### config.mk
export PLATFORM = sky130hd
export DESIGN_NAME = task_slot_table_core
export DESIGN_NICKNAME = d
export VERILOG_FILES = /design/src/hw/rtl/tst_pkg.sv /design/src/hw/rtl/tst_free_stack.sv /design/src/hw/rtl/task_slot_table_core.sv
export SDC_FILE = /design/constraint.sdc
export NUM_CORES = 1
export LEC_CHECK = 0
export BUFFER_PORTS_ARGS = -buffer_cell sky130_fd_sc_hd__buf_4
export CORE_ASPECT_RATIO = 1.1
export CORE_MARGIN = 2
export CORE_UTILIZATION = 25
export CTS_BUF_LIST = sky130_fd_sc_hd__clkbuf_4 sky130_fd_sc_hd__clkbuf_8 sky130_fd_sc_hd__clkbuf_16
export DETAILED_ROUTE_END_ITERATION = 7
export SYNTH_ARGS = -nofsm -noshare
export SYNTH_HDL_FRONTEND = slang
export SYNTH_SLANG_ARGS = --single-unit
### constraint.sdc
create_clock -name clk -period 4.09 [get_ports clk]
set_input_delay 0.2045 -clock clk [delete_from_list [all_inputs] [get_ports clk]]
set_output_delay 0.2045 -clock clk [all_outputs]
set_load 0.1 [all_outputs]
### src/hw/rtl/tst_pkg.sv
`timescale 1ns / 1ps
// ----------------------------------------------------------------------------
// tst_pkg
// Shared types and codes for the task slot table: request modes, result
// status codes and the free stack request bundle.
// ----------------------------------------------------------------------------
package tst_pkg;

	// request modes
	localparam logic [1:0] MODE_CREATE = 2'd0;
	localparam logic [1:0] MODE_LOOKUP = 2'd1;
	localparam logic [1:0] MODE_REMOVE = 2'd2;

	// result status codes
	typedef enum logic [2:0] {
		ST_OK      = 3'd0,
		ST_ZERO    = 3'd1,
		ST_EXISTS  = 3'd2,
		ST_FULL    = 3'd3,
		ST_MISSING = 3'd4
	} tst_status_t;

	// requests from the sequencer to the free stack
	typedef struct packed {
		logic push;
		logic pop;
	} tst_stk_req_t;

endpackage

### src/hw/rtl/tst_free_stack.sv
`timescale 1ns / 1ps
// ----------------------------------------------------------------------------
// tst_free_stack
// LIFO of free slot numbers held in a synchronous memory. Positions never
// written since reset read as their reset content (slot MAX_TASKS-1-pos), so
// slot 0 starts on top. A pop delivers its slot in the cycle after the request.
// ----------------------------------------------------------------------------
module tst_free_stack #(
	parameter int MAX_TASKS = 16,
	localparam int SW = (MAX_TASKS > 1) ? $clog2(MAX_TASKS) : 1,
	localparam int CW = $clog2(MAX_TASKS + 1)
) (
	input  logic                 clk,
	input  logic                 arst_n,
	input  tst_pkg::tst_stk_req_t req,
	input  logic [SW-1:0]        push_slot,
	output logic [SW-1:0]        pop_slot,
	output logic [CW-1:0]        free_cnt
);
	import tst_pkg::*;

	logic [SW-1:0]        mem [MAX_TASKS];
	logic [MAX_TASKS-1:0] written_q;
	logic [CW-1:0]        cnt_q;
	logic [SW-1:0]        top_pos;
	logic [SW-1:0]        push_pos;
	logic                 can_push;
	logic [SW-1:0]        rd_data_s1;
	logic [SW-1:0]        rd_pos_s1;
	logic                 rd_written_s1;

	// stack positions
	assign top_pos  = SW'(cnt_q - 1'b1);
	assign push_pos = cnt_q[SW-1:0];
	assign can_push = cnt_q < CW'(MAX_TASKS);

	// memory write and registered read of the top entry
	always_ff @(posedge clk) begin
		if (req.push && can_push) begin
			mem[push_pos] <= push_slot;
		end
		if (req.pop) begin
			rd_data_s1 <= mem[top_pos];
			rd_pos_s1  <= top_pos;
		end
	end

	// fill count and written marks
	always_ff @(posedge clk or negedge arst_n) begin
		if (!arst_n) begin
			cnt_q         <= CW'(MAX_TASKS);
			written_q     <= '0;
			rd_written_s1 <= 1'b0;
		end else begin
			if (req.push && can_push) begin
				written_q[push_pos] <= 1'b1;
				cnt_q               <= cnt_q + 1'b1;
			end else if (req.pop) begin
				rd_written_s1 <= written_q[top_pos];
				cnt_q         <= cnt_q - 1'b1;
			end
		end
	end

	// unwritten positions hold their reset slot
	assign pop_slot = rd_written_s1 ? rd_data_s1 : (SW'(MAX_TASKS - 1) - rd_pos_s1);
	assign free_cnt = cnt_q;

endmodule

### src/hw/rtl/task_slot_table_core.sv
`timescale 1ns / 1ps
// ----------------------------------------------------------------------------
// task_slot_table_core
// Fixed pool of task slots with create, lookup and remove by task id.
// ----------------------------------------------------------------------------
// A request is taken when start is high and busy is low; its one result shows
// on status, slot_index and slot_valid for a single cycle with done high, and
// must be captured then. Create and remove with task id zero, and the unused
// mode, answer in the cycle after the request. All other requests scan the id
// memory one slot per cycle through its single read port, stopping at the
// matching slot or after the last slot; a create that takes a slot from the
// free stack then passes through S_POP. A new request may be given in the
// cycle that done is shown.
// ----------------------------------------------------------------------------
module task_slot_table_core #(
	parameter int MAX_TASKS = 16
) (
	input  logic        clk,
	input  logic        arst_n,
	input  logic        start,
	output logic        busy,
	input  logic [1:0]  mode,
	input  logic [31:0] task_id,
	output logic        done,
	output logic [2:0]  status,
	output logic [3:0]  slot_index,
	output logic        slot_valid
);
	import tst_pkg::*;

	localparam int SW = (MAX_TASKS > 1) ? $clog2(MAX_TASKS) : 1;
	localparam int CW = $clog2(MAX_TASKS + 1);

	typedef enum logic [1:0] {
		S_IDLE,
		S_SCAN,
		S_POP
	} state_t;

	state_t               state_q;
	logic [1:0]           mode_q;
	logic [31:0]          id_q;
	logic [CW-1:0]        scan_addr_q;
	logic [31:0]          id_mem [MAX_TASKS];
	logic [MAX_TASKS-1:0] active_q;
	logic [31:0]          rd_data_s1;
	logic [SW-1:0]        idx_s1;
	logic                 vld_s1;
	logic                 done_q;
	tst_status_t          status_q;
	logic [3:0]           slot_q;
	logic                 slot_valid_q;
	logic                 accept;
	logic                 issue;
	logic                 hit;
	logic                 last;
	logic                 finish;
	tst_stk_req_t         stk_req;
	logic [SW-1:0]        pop_slot;
	logic [CW-1:0]        free_cnt;

	assign accept = start && !busy;
	assign busy   = (state_q != S_IDLE);

	// scan compare on the registered read
	assign issue  = (state_q == S_SCAN) && (scan_addr_q < CW'(MAX_TASKS));
	assign hit    = vld_s1 && active_q[idx_s1] && (rd_data_s1 == id_q);
	assign last   = vld_s1 && (idx_s1 == SW'(MAX_TASKS - 1));
	assign finish = hit || last;

	// free stack requests
	assign stk_req.pop  = (state_q == S_SCAN) && finish && !hit &&
		(mode_q == MODE_CREATE) && (free_cnt != '0);
	assign stk_req.push = (state_q == S_SCAN) && hit && (mode_q == MODE_REMOVE);

	tst_free_stack #(
		.MAX_TASKS(MAX_TASKS)
	) u_free_stack (
		.clk      (clk),
		.arst_n   (arst_n),
		.req      (stk_req),
		.push_slot(idx_s1),
		.pop_slot (pop_slot),
		.free_cnt (free_cnt)
	);

	// id memory: written on create, read at most once per scan cycle
	always_ff @(posedge clk) begin
		if (state_q == S_POP) begin
			id_mem[pop_slot] <= id_q;
		end
		if (issue) begin
			rd_data_s1 <= id_mem[scan_addr_q[SW-1:0]];
			idx_s1     <= scan_addr_q[SW-1:0];
		end
	end

	// request payload
	always_ff @(posedge clk) begin
		if (accept) begin
			mode_q <= mode;
			id_q   <= task_id;
		end
	end

	// sequencer, active marks and result register
	always_ff @(posedge clk or negedge arst_n) begin
		if (!arst_n) begin
			state_q      <= S_IDLE;
			scan_addr_q  <= '0;
			vld_s1       <= 1'b0;
			active_q     <= '0;
			done_q       <= 1'b0;
			status_q     <= ST_MISSING;
			slot_q       <= '0;
			slot_valid_q <= 1'b0;
		end else begin
			done_q       <= 1'b0;
			slot_q       <= '0;
			slot_valid_q <= 1'b0;
			vld_s1       <= issue && !finish;
			case (state_q)
				S_IDLE: begin
					if (accept) begin
						scan_addr_q <= '0;
						case (mode)
							MODE_LOOKUP: state_q <= S_SCAN;
							MODE_CREATE, MODE_REMOVE: begin
								if (task_id == '0) begin
									done_q   <= 1'b1;
									status_q <= ST_ZERO;
								end else begin
									state_q <= S_SCAN;
								end
							end
							default: begin
								done_q   <= 1'b1;
								status_q <= ST_MISSING;
							end
						endcase
					end
				end
				S_SCAN: begin
					if (issue) begin
						scan_addr_q <= scan_addr_q + 1'b1;
					end
					if (finish) begin
						state_q <= S_IDLE;
						done_q  <= 1'b1;
						if (mode_q == MODE_CREATE) begin
							if (hit) begin
								status_q <= ST_EXISTS;
							end else if (free_cnt == '0) begin
								status_q <= ST_FULL;
							end else begin
								state_q <= S_POP;
								done_q  <= 1'b0;
							end
						end else if (hit) begin
							status_q     <= ST_OK;
							slot_q       <= 4'(idx_s1);
							slot_valid_q <= 1'b1;
							if (mode_q == MODE_REMOVE) begin
								active_q[idx_s1] <= 1'b0;
							end
						end else begin
							status_q <= ST_MISSING;
						end
					end
				end
				S_POP: begin
					active_q[pop_slot] <= 1'b1;
					state_q            <= S_IDLE;
					done_q             <= 1'b1;
					status_q           <= ST_OK;
					slot_q             <= 4'(pop_slot);
					slot_valid_q       <= 1'b1;
				end
				default: state_q <= S_IDLE;
			endcase
		end
	end

	assign done       = done_q;
	assign status     = status_q;
	assign slot_index = slot_q;
	assign slot_valid = slot_valid_q;

	// checks
	a_slot_valid_ok: assert property (@(posedge clk) disable iff (!arst_n)
		done |-> (slot_valid == (status == ST_OK)))
		else $error("slot_valid disagrees with status");

	a_pool_balance: assert property (@(posedge clk) disable iff (!arst_n)
		(state_q == S_IDLE) |->
		(($countones(active_q) + int'(free_cnt)) == MAX_TASKS))
		else $error("active slots and free count out of balance");

	a_pop_after_scan: assert property (@(posedge clk) disable iff (!arst_n)
		(state_q == S_POP) |-> ($past(state_q) == S_SCAN && !done))
		else $error("slot pop outside a create");

	a_request_answered: assert property (@(posedge clk) disable iff (!arst_n)
		accept |=> (done || busy))
		else $error("request neither answered nor in progress");

endmodule
After elaboration in Yosys (flattened, before gate mapping)
Memories as Yosys holds them, arrays and structs flattened. A register that Yosys moved wholly into a read port is not among the register bits.
Cells that the tools add are included.
W data, S select, Z words.
{ "classes": {"addsub": 4, "n_lt_le_gt_ge": 9, "eq_ne": 18, "n_mux": 58, "bitwise_logic": 5, "n_reduce_logical": 37} }
{ "ops": {"columns": ["op", "n"], "rows": [
  ["$mux W16", 4],
  ["$eq A32 B32 Y1", 1],
  ["$logic_not A32 Y1", 1],
  ["$or A16 B16 Y16", 2],
  ["$pmux W16 S2", 1],
  ["$mux W3", 7],
  ["$lt A4 B5 Y1 const B", 4],
  ["$mux W5", 4],
  ["$mux W1", 18],
  ["$and A16 B16 Y16", 1],
  ["$logic_and A1 B1 Y1", 16],
  ["$mux W4", 4],
  ["$not A16 Y16", 1],
  ["$demux W1 S4", 3],
  ["$ge A4 B1 Y1 const B", 3],
  ["$mux W2", 6],
  ["$ne A2 B2 Y1 const B", 6],
  ["$add A5 B1 Y5 const B", 2],
  ["$lt A5 B5 Y1 const B", 2],
  ["$pmux W5 S2", 1],
  ["$pmux W3 S3", 1],
  ["$bmux W1 S4", 2],
  ["$pmux W2 S2", 2],
  ["$pmux W4 S2", 1],
  ["other kinds (26)", 38]
]} }
{ "totals": {"regBits": 97, "mem_bits_rw": 576, "inputBits": 37, "wordCells": 148, "n_memories": 2} }
{ "memory_table": {"columns": ["name", "words", "width", "rd", "rd_ports_with_merged_regs", "write_ports", "line_no", "rtl"], "rows": [
  ["id_mem", 16, 32, 1, 1, 1, "task_slot_table_core.sv:44", "logic [31:0] id_mem [MAX_TASKS];"],
  ["u_free_stack.mem", 16, 4, 1, 1, 1, "tst_free_stack.sv:22", "logic [SW-1:0] mem [MAX_TASKS];"]
]} }

Logic depth before layout (Yosys ltp)
Gate-level depths: netlist of the first run.
{ "depth": {"depth_word": 11, "depth_mapped": 11} }

Cells and area by module
From an unflattened synthesis of the first run, not the netlist that was laid out.
{ "hier_totals": {"cells_unflattened": 1300, "hier_area_um2": 27639.0} }
{ "by_module_without_submodules": {"columns": ["mod", "n_inst", "cells_each", "area_per_inst_um2", "seq_area_each_um2"], "rows": [
  ["task_slot_table_core", 1, 1073, 23754.0, 18303.8],
  ["tst_free_stack", 1, 227, 3885.0, 2713.9]
]} }

Worst setup path before layout of the first run
Ideal clock, no wire load.
{ "synth_timing": {"path_kind": "register -> register", "from": "register u_free_stack.cnt_q[0] (netlist: u_free_stack.free_cnt[0])", "to": "register u_free_stack.rd_data_s1[0] (read register of u_free_stack.mem), data pin", "setup_ns": 0.272, "t_arrival_ns": 3.106, "required_time_ns": 3.818, "slack_ns": 0.712, "stages_incl_launch_ff": 9, "path_cell_list": "dfrtp_1 -> clkbuf_1 -> buf_1 -> inv_1 -> ha_1 -> clkbuf_1 -> clkbuf_1 -> mux4_2 -> mux4_2"} }
{ "synth_via": {"word_cells_on_any_way": 3} }
{ "synth_rtl": {"columns": ["item", "line_no", "rtl"], "rows": [
  ["from (decl)", "tst_free_stack.sv:24", "logic [CW-1:0] cnt_q;"],
  ["from (signal assigned)", "tst_free_stack.sv:51", "cnt_q <= CW'(MAX_TASKS);"],
  ["from (signal assigned)", "tst_free_stack.sv:57", "cnt_q <= cnt_q + 1'b1;"],
  ["from (signal assigned)", "tst_free_stack.sv:60", "cnt_q <= cnt_q - 1'b1;"],
  ["$sub A5 B1 Y5", null, null],
  ["net u_free_stack.top_pos[0]", "tst_free_stack.sv:25", "logic [SW-1:0] top_pos;"],
  ["to (decl)", "tst_free_stack.sv:28", "logic [SW-1:0] rd_data_s1;"]
]} }
The timed path passes the listed nets, and every way through them passes these cells.
A chain may end at the register's enable or synchronous reset.

Worst setup path in the final report of the first run
{ "layout_timing": {"from": "register id_q[5]", "to": "memory u_free_stack.mem[2][0] (netlist name), enable pin"} }
{ "layout_via": {"elab_chain_len": 7} }
{ "layout_rtl": {"columns": ["item", "line_no", "rtl"], "rows": [
  ["from (decl)", "task_slot_table_core.sv:42", "logic [31:0] id_q;"],
  ["from (signal assigned)", "task_slot_table_core.sv:102", "id_q <= task_id;"],
  ["$eq A32 B32 Y1", "task_slot_table_core.sv:67", "assign hit = vld_s1 && active_q[idx_s1] && (rd_data_s1 == id_q);"],
  ["$logic_and A1 B1 Y1", "task_slot_table_core.sv:67", null],
  ["$logic_and A1 B1 Y1 (2 in series)", "task_slot_table_core.sv:74", "assign stk_req.push = (state_q == S_SCAN) && hit && (mode_q == MODE_REMOVE);"],
  ["$logic_and A1 B1 Y1", "tst_free_stack.sv:39", "if (req.push && can_push) begin"],
  ["$mux W1", "tst_free_stack.sv:39", null],
  ["$mux W1 (implied by the code)", "tst_free_stack.sv:40", "mem[push_pos] <= push_slot;"],
  ["to (decl)", "tst_free_stack.sv:22", null]
]} }
Every way passes these cells.

==> results.json, run 1 <==
{
  "cts_max_path_buffers": 3,
  "peakVddDrop_mv": 0.358,
  "drt_first_pass_iters": 5,
  "core_area_sq_mm": 0.109,
  "p_per_area_mw_per_mm2": 569,
  "r2r_start": "id_q[5]$_DFFE_PP_",
  "fin_nets": 1469,
  "clock_latency_ns": 0.61,
  "syn_to_final_growth_pct": 18.5,
  "max_stage_delay_ns": 0.67,
  "synth.distinct_cells": 59,
  "clock-sinks": 709,
  "hpwl_um": 37200,
  "finalSetupTns_ns": 0,
  "avgViaCountPerCell": 4.64,
  "leakage_nw": 10.2,
  "critPathSlowestCell": "edfxtp_1",
  "switchingPower_w": 0.00486,
  "status": "completed",
  "clkPwrFrac_pct": 34.2,
  "synthesis.instances": 1280,
  "n_antenna_cell": 0,
  "grt_max_degree": 56,
  "die-width_um": 321,
  "grt_pass1_vias": 13961,
  "htree_levels": 3,
  "synthTopCellsByCount": "654 x edfxtp_1, 186 x mux4_2, 53 x dfrtp_1",
  "slew_viol_final": 0,
  "placed_cell_area_sq_mm": 0.0301,
  "avgSynthCellArea_sq_um": 21.6,
  "yosysTopAreaCellShare_pct": 71.2,
  "ys_ff_latch": 709,
  "route.antenna.remaining_nets": 0,
  "final_layout_size_suffix_gt1_share_pct": 29.8,
  "async_reset_ff_share_pct": 7.76,
  "final_area_sq_mm": 0.0327,
  "nFillCells": 10406,
  "cts_buffers": 73,
  "wl_per_cell_um": 22.8,
  "crit_buf_inv": 1,
  "critical_path.top_delay_family": "simple AND/OR/NAND/NOR gates",
  "end_kind": "flip-flop",
  "cts_setup_buffers": 0,
  "dr_total_vias": 13420,
  "rsz0062_at_grt": "no",
  "p_seq_share_pct": 49.3,
  "synth_most_common_cell": "edfxtp_1",
  "synth_nets": 1327,
  "maxCapViolCount": 0,
  "syn_area_sq_mm": 0.0276,
  "cts-root-buf": "clkbuf_16",
  "yosysTopAreaCell": "edfxtp_1",
  "ys_warn_count": 0,
  "path_depth": 8,
  "synthFlopType": "edfxtp_1",
  "die-area_sq_mm": 0.113,
  "overflow": 0,
  "cp_data_arrival_time_ns": 3.88,
  "row_count": 127,
  "grt_pass1_wl_um": 96600,
  "grt_use_total_pct": 11.6,
  "portBuffers": 46,
  "cp-start-kind": "flip-flop",
  "wl_um": 66100,
  "antenna_found_initial": 1,
  "crit_chain": "xor2_1 > nor4_1 > and4_1 > nand4_2 > nor3_1 > buf_4 > nand2_1 > nor3_1",
  "path_common_cell": "nor3_1",
  "startpoint": "id_q[5]$_DFFE_PP_",
  "top_level_ports": 47,
  "fin_worst_skew_ns": 0.0229,
  "crit-reg2reg-capture": "u_free_stack.mem[2][0]$_DFFE_PP_",
  "required_ns": 4.32,
  "r2r_cells": 8,
  "timing.final.hold_violations": 0,
  "endpoint": "u_free_stack.mem[2][0]$_DFFE_PP_",
  "slew_headroom_pct": 30.7,
  "comb_power_share_pct": 16.5,
  "cts_tree": "built",
  "multi_input_area_sq_mm": 0.00640,
  "fmaxAchievable_mhz": 274,
  "cp_max_fo": 17,
  "fin_crit_sh_pct": 89.3,
  "hp-class": "in2async",
  "switching_share_pct": 26.1,
  "start_util_pct": 25.3,
  "seq_area_sq_mm": 0.0210,
  "path_class": "reg2reg",
  "ys_seq_area_share_pct": 76.2,
  "post-route-min-period_ns": 3.65,
  "setup_viol": 0,
  "ys_top_cells_by_area": "edfxtp_1 71%, mux4_2 15%, dfrtp_1 4.8%",
  "tightestPinTransition_ns": 1.03,
  "drt_iter0_markers": 1322,
  "internal_power_w": 0.0138,
  "drc": 0,
  "ff2ff_setup_slack_ns": 0.44,
  "gp_congestion": 0.817,
  "synth_edf_count": 654,
  "path_clk_slew_ns": 0.06,
  "die_h_um": 352
}
-- placed cells by master (no fill, tap or decap), types with 9 or more instances in the layout --
cell           instances
and3_1                 9
buf_12                11
buf_4                 74
clkbuf_16             75
clkbuf_4              20
clkinv_1              11
dfrtp_1               49
dlygate4sd3_1         36
edfxtp_1             654
ha_1                  10
inv_1                 20
mux4_2               186
nand2_1               26
nand3_1               11
nand4_1               10
nor2_1                19
nor2_4                18
nor2b_1                9
nor3_1                12
nor4_1                22
o21ai_0               37
or2_2                  9
xor2_1                32
-- flip-flops by register name, summed over array words and instances (netlist names) --
register and count:
u_free_stack.written_q 16, done 1, slot_valid 1, scan_addr_q 5
status 3, state_q 2, u_free_stack.rd_data_s1 4, slot_index 4
id_mem 512, idx_s1 4, u_free_stack.free_cnt 5, u_free_stack.rd_pos_s1 4
u_free_stack.mem 64, id_q 32, vld_s1 1, active_q 16
u_free_stack.rd_written_s1 1, mode_q 2, rd_data_s1 32
-- how the worst min path moves through the flow --
stage | startpoint | to | slack, ns | cells after the start
2_1_floorplan | arst_n | active_q[0]$_DFFE_PN0P_ | -0.09 | 0
3_3_place_gp | arst_n | done$_DFF_PN0_ | 0.30 | 1
3_5_place_dp | arst_n | done$_DFF_PN0_ | 0.32 | 1
4_1_cts | arst_n | done$_DFF_PN0_ | 0.23 | 2
5_1_grt | arst_n | done$_DFF_PN0_ | 0.31 | 2
6_report | arst_n | done$_DFF_PN0_ | 0.21 | 2
-- layer usage --
metal  vias to the layer above  wire, um  global-route usage [%]
li1                       5623         -                       -
met1                      7274     27900                    15.4
met2                       418     33200                    19.5
met3                       103      3280                    1.76
met4                         2      1730                    3.78
met5                         -         7                       0
-- cell families after synthesis --
logic type / after synthesis / synth area share, %
buffers and inverters: 76 / 1.12
adder cells (fa/ha/maj): 10 / 0.453
AND/OR/NAND/NOR: 166 / 3.23
flip-flops: 709 / 76.2
AO/OA/AOI/OAI: 81 / 1.92
XOR/XNOR: 37 / 1.17
multiplexers: 201 / 15.9
-- final cells by class --
type                    instances  share of cell area [%]
multi-input cells             495                    19.6
flip-flops and latches        709                    64.3
well taps                    1419                    5.43
repair buffers                121                    3.47
clock buffers                  97                    6.28
inverters                      22                   0.268
clock inverters                31                   0.700
-- power by group through the flow --
stage	clock (W)	sequential [W]	combinational, W
floorplan	0	0.00905	0.00222
global placement	0	0.00930	0.00308
detailed placement	0	0.00933	0.00309
CTS	0.00651	0.00919	0.00314
global route	0.00678	0.00925	0.00328
finish	0.00637	0.00917	0.00308
-- through the flow --
step | setup WS (ns) | instances | utilization, % | total power (W) | hold WS (ns)
floorplan | 0.712 | 1280 | - | 0.0113 | -0.0911
CTS | 0.453 | 2894 | 30.0 | 0.0188 | 0.231
finish | 0.440 | 2894 | 30.0 | 0.0186 | 0.209
global route | 0.194 | 2894 | 30.0 | 0.0193 | 0.311
global placement | 0.518 | 2730 | 27.5 | 0.0124 | 0.302
detailed placement | 0.468 | 2730 | 27.5 | 0.0124 | 0.318
-- what timing repair did --
| action | in CTS | in global routing |
|---|---|---|
| resized for setup | 0 | 0 |
| hold buffers | 36 | 0 |
| hold endpoints to repair | 89 | 0 |
Note: power is estimated with default switching activity, not from simulation.
==> run 2, diff against run 1 <==
Settings changed: PLACE_DENSITY set to 0.47.
==> run 2 against run 1 <==
Critical path depth stayed put. Via count hardly changed. Die area stayed put. Sequential power hardly changed. Clock power is 9.7% higher.
==> results.json, run 2 (synthesized netlist as in run 1, its figures left out) <==
{
  "top_level_ports": 47,
  "post-route-min-period_ns": 3.88,
  "fmaxAchievable_mhz": 258,
  "regMostFlops": "id_mem",
  "use_met1_pct": 17.2,
  "maxCapViolCount": 0,
  "tightestPinTransition_ns": 1.03,
  "antenna_found_initial": 2,
  "cts_buffers": 75,
  "grt_use_total_pct": 12.6,
  "cp_max_fo": 17,
  "cts_setup_buffers": 0,
  "final_layout_size_suffix_gt1_share_pct": 30.3,
  "overflow": 0,
  "grt_max_degree": 57,
  "switching_share_pct": 26.7,
  "avgViaCountPerCell": 4.60,
  "cp_data_arrival_time_ns": 4.13,
  "p_per_area_mw_per_mm2": 584,
  "peakVddDrop_mv": 0.287,
  "path_depth": 8,
  "fin_nets": 1480,
  "wl_per_cell_um": 24.3,
  "r2r_cells": 8,
  "path_class": "reg2reg",
  "die-area_sq_mm": 0.113,
  "path_clk_slew_ns": 0.06,
  "hp-class": "in2async",
  "largest_reg_flops": 512,
  "globalRouteMet2Util_pct": 20.5,
  "start_util_pct": 25.3,
  "cts_max_path_buffers": 3,
  "route.antenna.remaining_nets": 0,
  "crit_chain": "xor2_1 > nor4_1 > buf_4 > and4_1 > nand4_2 > nor3_1 > nand2_1 > nor3_1",
  "path_common_cell": "nor3_1",
  "gp_congestion": 0.757,
  "slew_viol_final": 0,
  "comb_power_share_pct": 16.6,
  "fin_worst_skew_ns": 0.0235,
  "hpwl_um": 39100,
  "finalSetupTns_ns": 0,
  "p_seq_share_pct": 47.3,
  "drt_first_pass_iters": 5,
  "max_stage_delay_ns": 0.61,
  "setup_viol": 0,
  "die_h_um": 352,
  "mostFrequentLayoutCells": "654 x edfxtp_1, 186 x mux4_2, 75 x clkbuf_16, 75 x buf_4, 49 x dfrtp_1",
  "r2r_start": "id_q[16]$_DFFE_PP_",
  "rsz0062_at_grt": "no",
  "grt_pass1_vias": 14309,
  "required_ns": 4.34,
  "clock_latency_ns": 0.63,
  "cts_tree": "built",
  "switchingPower_w": 0.00517,
  "timing.final.hold_violations": 0,
  "clock-sinks": 709,
  "ff2ff_setup_slack_ns": 0.21,
  "layout_commonest_cell": "edfxtp_1",
  "grt_pass1_wl_um": 102000,
  "drt_iter0_markers": 1225,
  "layout.cells.non_filler": 2914,
  "fin_crit_sh_pct": 94.8,
  "core_area_sq_mm": 0.109,
  "wl_um": 70800,
  "nFillCells": 10456,
  "portBuffers": 46,
  "cts-root-buf": "clkbuf_16",
  "critPathSlowestCell": "edfxtp_1",
  "htree_levels": 3,
  "dr_total_vias": 13408,
  "cp-start-kind": "flip-flop",
  "drc": 0,
  "syn_to_final_growth_pct": 20.1,
  "busiest_layer": "met2",
  "startpoint": "id_q[16]$_DFFE_PP_",
  "crit_buf_inv": 1,
  "row_count": 127,
  "dp.cells": 2739,
  "reg_top3": "id_mem (512), u_free_stack.mem (64)",
  "power_w": 0.0193,
  "slew_headroom_pct": 31.6,
  "status": "completed",
  "met3_usage_pct": 2.22,
  "leakage_nw": 10.4,
  "critical_path.top_delay_family": "simple AND/OR/NAND/NOR gates",
  "clkPwrFrac_pct": 36.1,
  "internal_power_w": 0.0142,
  "die-width_um": 321,
  "end_kind": "flip-flop"
}
run 2: layout make-up:
type | instances | area (sq um) | share of cell area, %
flip-flops and latches | 709 | 21000 | 63.5
multi-input cells | 495 | 6410 | 19.3
clock buffers | 90 | 1990 | 6.00
well taps | 1419 | 1780 | 5.36
repair buffers | 130 | 1300 | 3.93
clock inverters | 48 | 546 | 1.65
inverters | 22 | 87.6 | 0.264
diodes | 1 | 2.50 | 0.00755
run 2: power groups by stage:
stage	sequential, W	clock, W	combinational, W
final	0.00915	0.00699	0.00320
after global routing	0.00922	0.00744	0.00343
after CTS	0.00916	0.00716	0.00328
after detailed placement	0.00931	0	0.00324
after global placement	0.00930	0	0.00322
after floorplan	0.00905	0	0.00222
run 2: timing repair:
action / in CTS / in global routing
gates resized for setup: 0 / 1
hold buffers: 36 / 0
endpoints found under the hold margin: 89 / 0
endpoints found under the setup margin: 0 / 8
run 2: layer usage:
layer | wire, um | share of wire, %
met3 | 3450 | 4.9
met1 | 31700 | 45
met2 | 34100 | 48
met5 | 13 | 0.018
met4 | 1550 | 2.2
run 2: final timing paths:
| kind | endpoint |
|---|---|
| min in group clk | id_q[2]$_DFFE_PP_ |
| worst min register to register | u_free_stack.written_q[4]$_DFFE_PN0P_ |
| worst max register to register | u_free_stack.mem[2][3]$_DFFE_PP_ |
| worst min-delay path | u_free_stack.written_q[15]$_DFFE_PN0P_ |
| worst max-delay path | u_free_stack.mem[2][3]$_DFFE_PP_ |
| max in group asynchronous | scan_addr_q[2]$_DFFE_PN0P_ |
run 2: worst reg2reg max path, cell delays in order, from the launching register on:
cell      delay [ns]
edfxtp_1        0.61
xor2_1          0.26
nor4_1          0.56
buf_4           0.21
and4_1          0.29
nand4_2         0.25
nor3_1          0.48
nand2_1         0.35
nor3_1          0.51
run 2: through the flow:
step	hold slack, ns	instance area, sq um	utilization, %	setup slack (ns)
after global routing	0.251	33100	30.4	0.0269
after CTS	0.223	33100	30.4	0.237
final	0.199	33100	30.4	0.211
after detailed placement	0.342	30200	27.7	0.269
after floorplan	-0.0911	27600	-	0.712
after global placement	0.338	30200	27.7	0.337
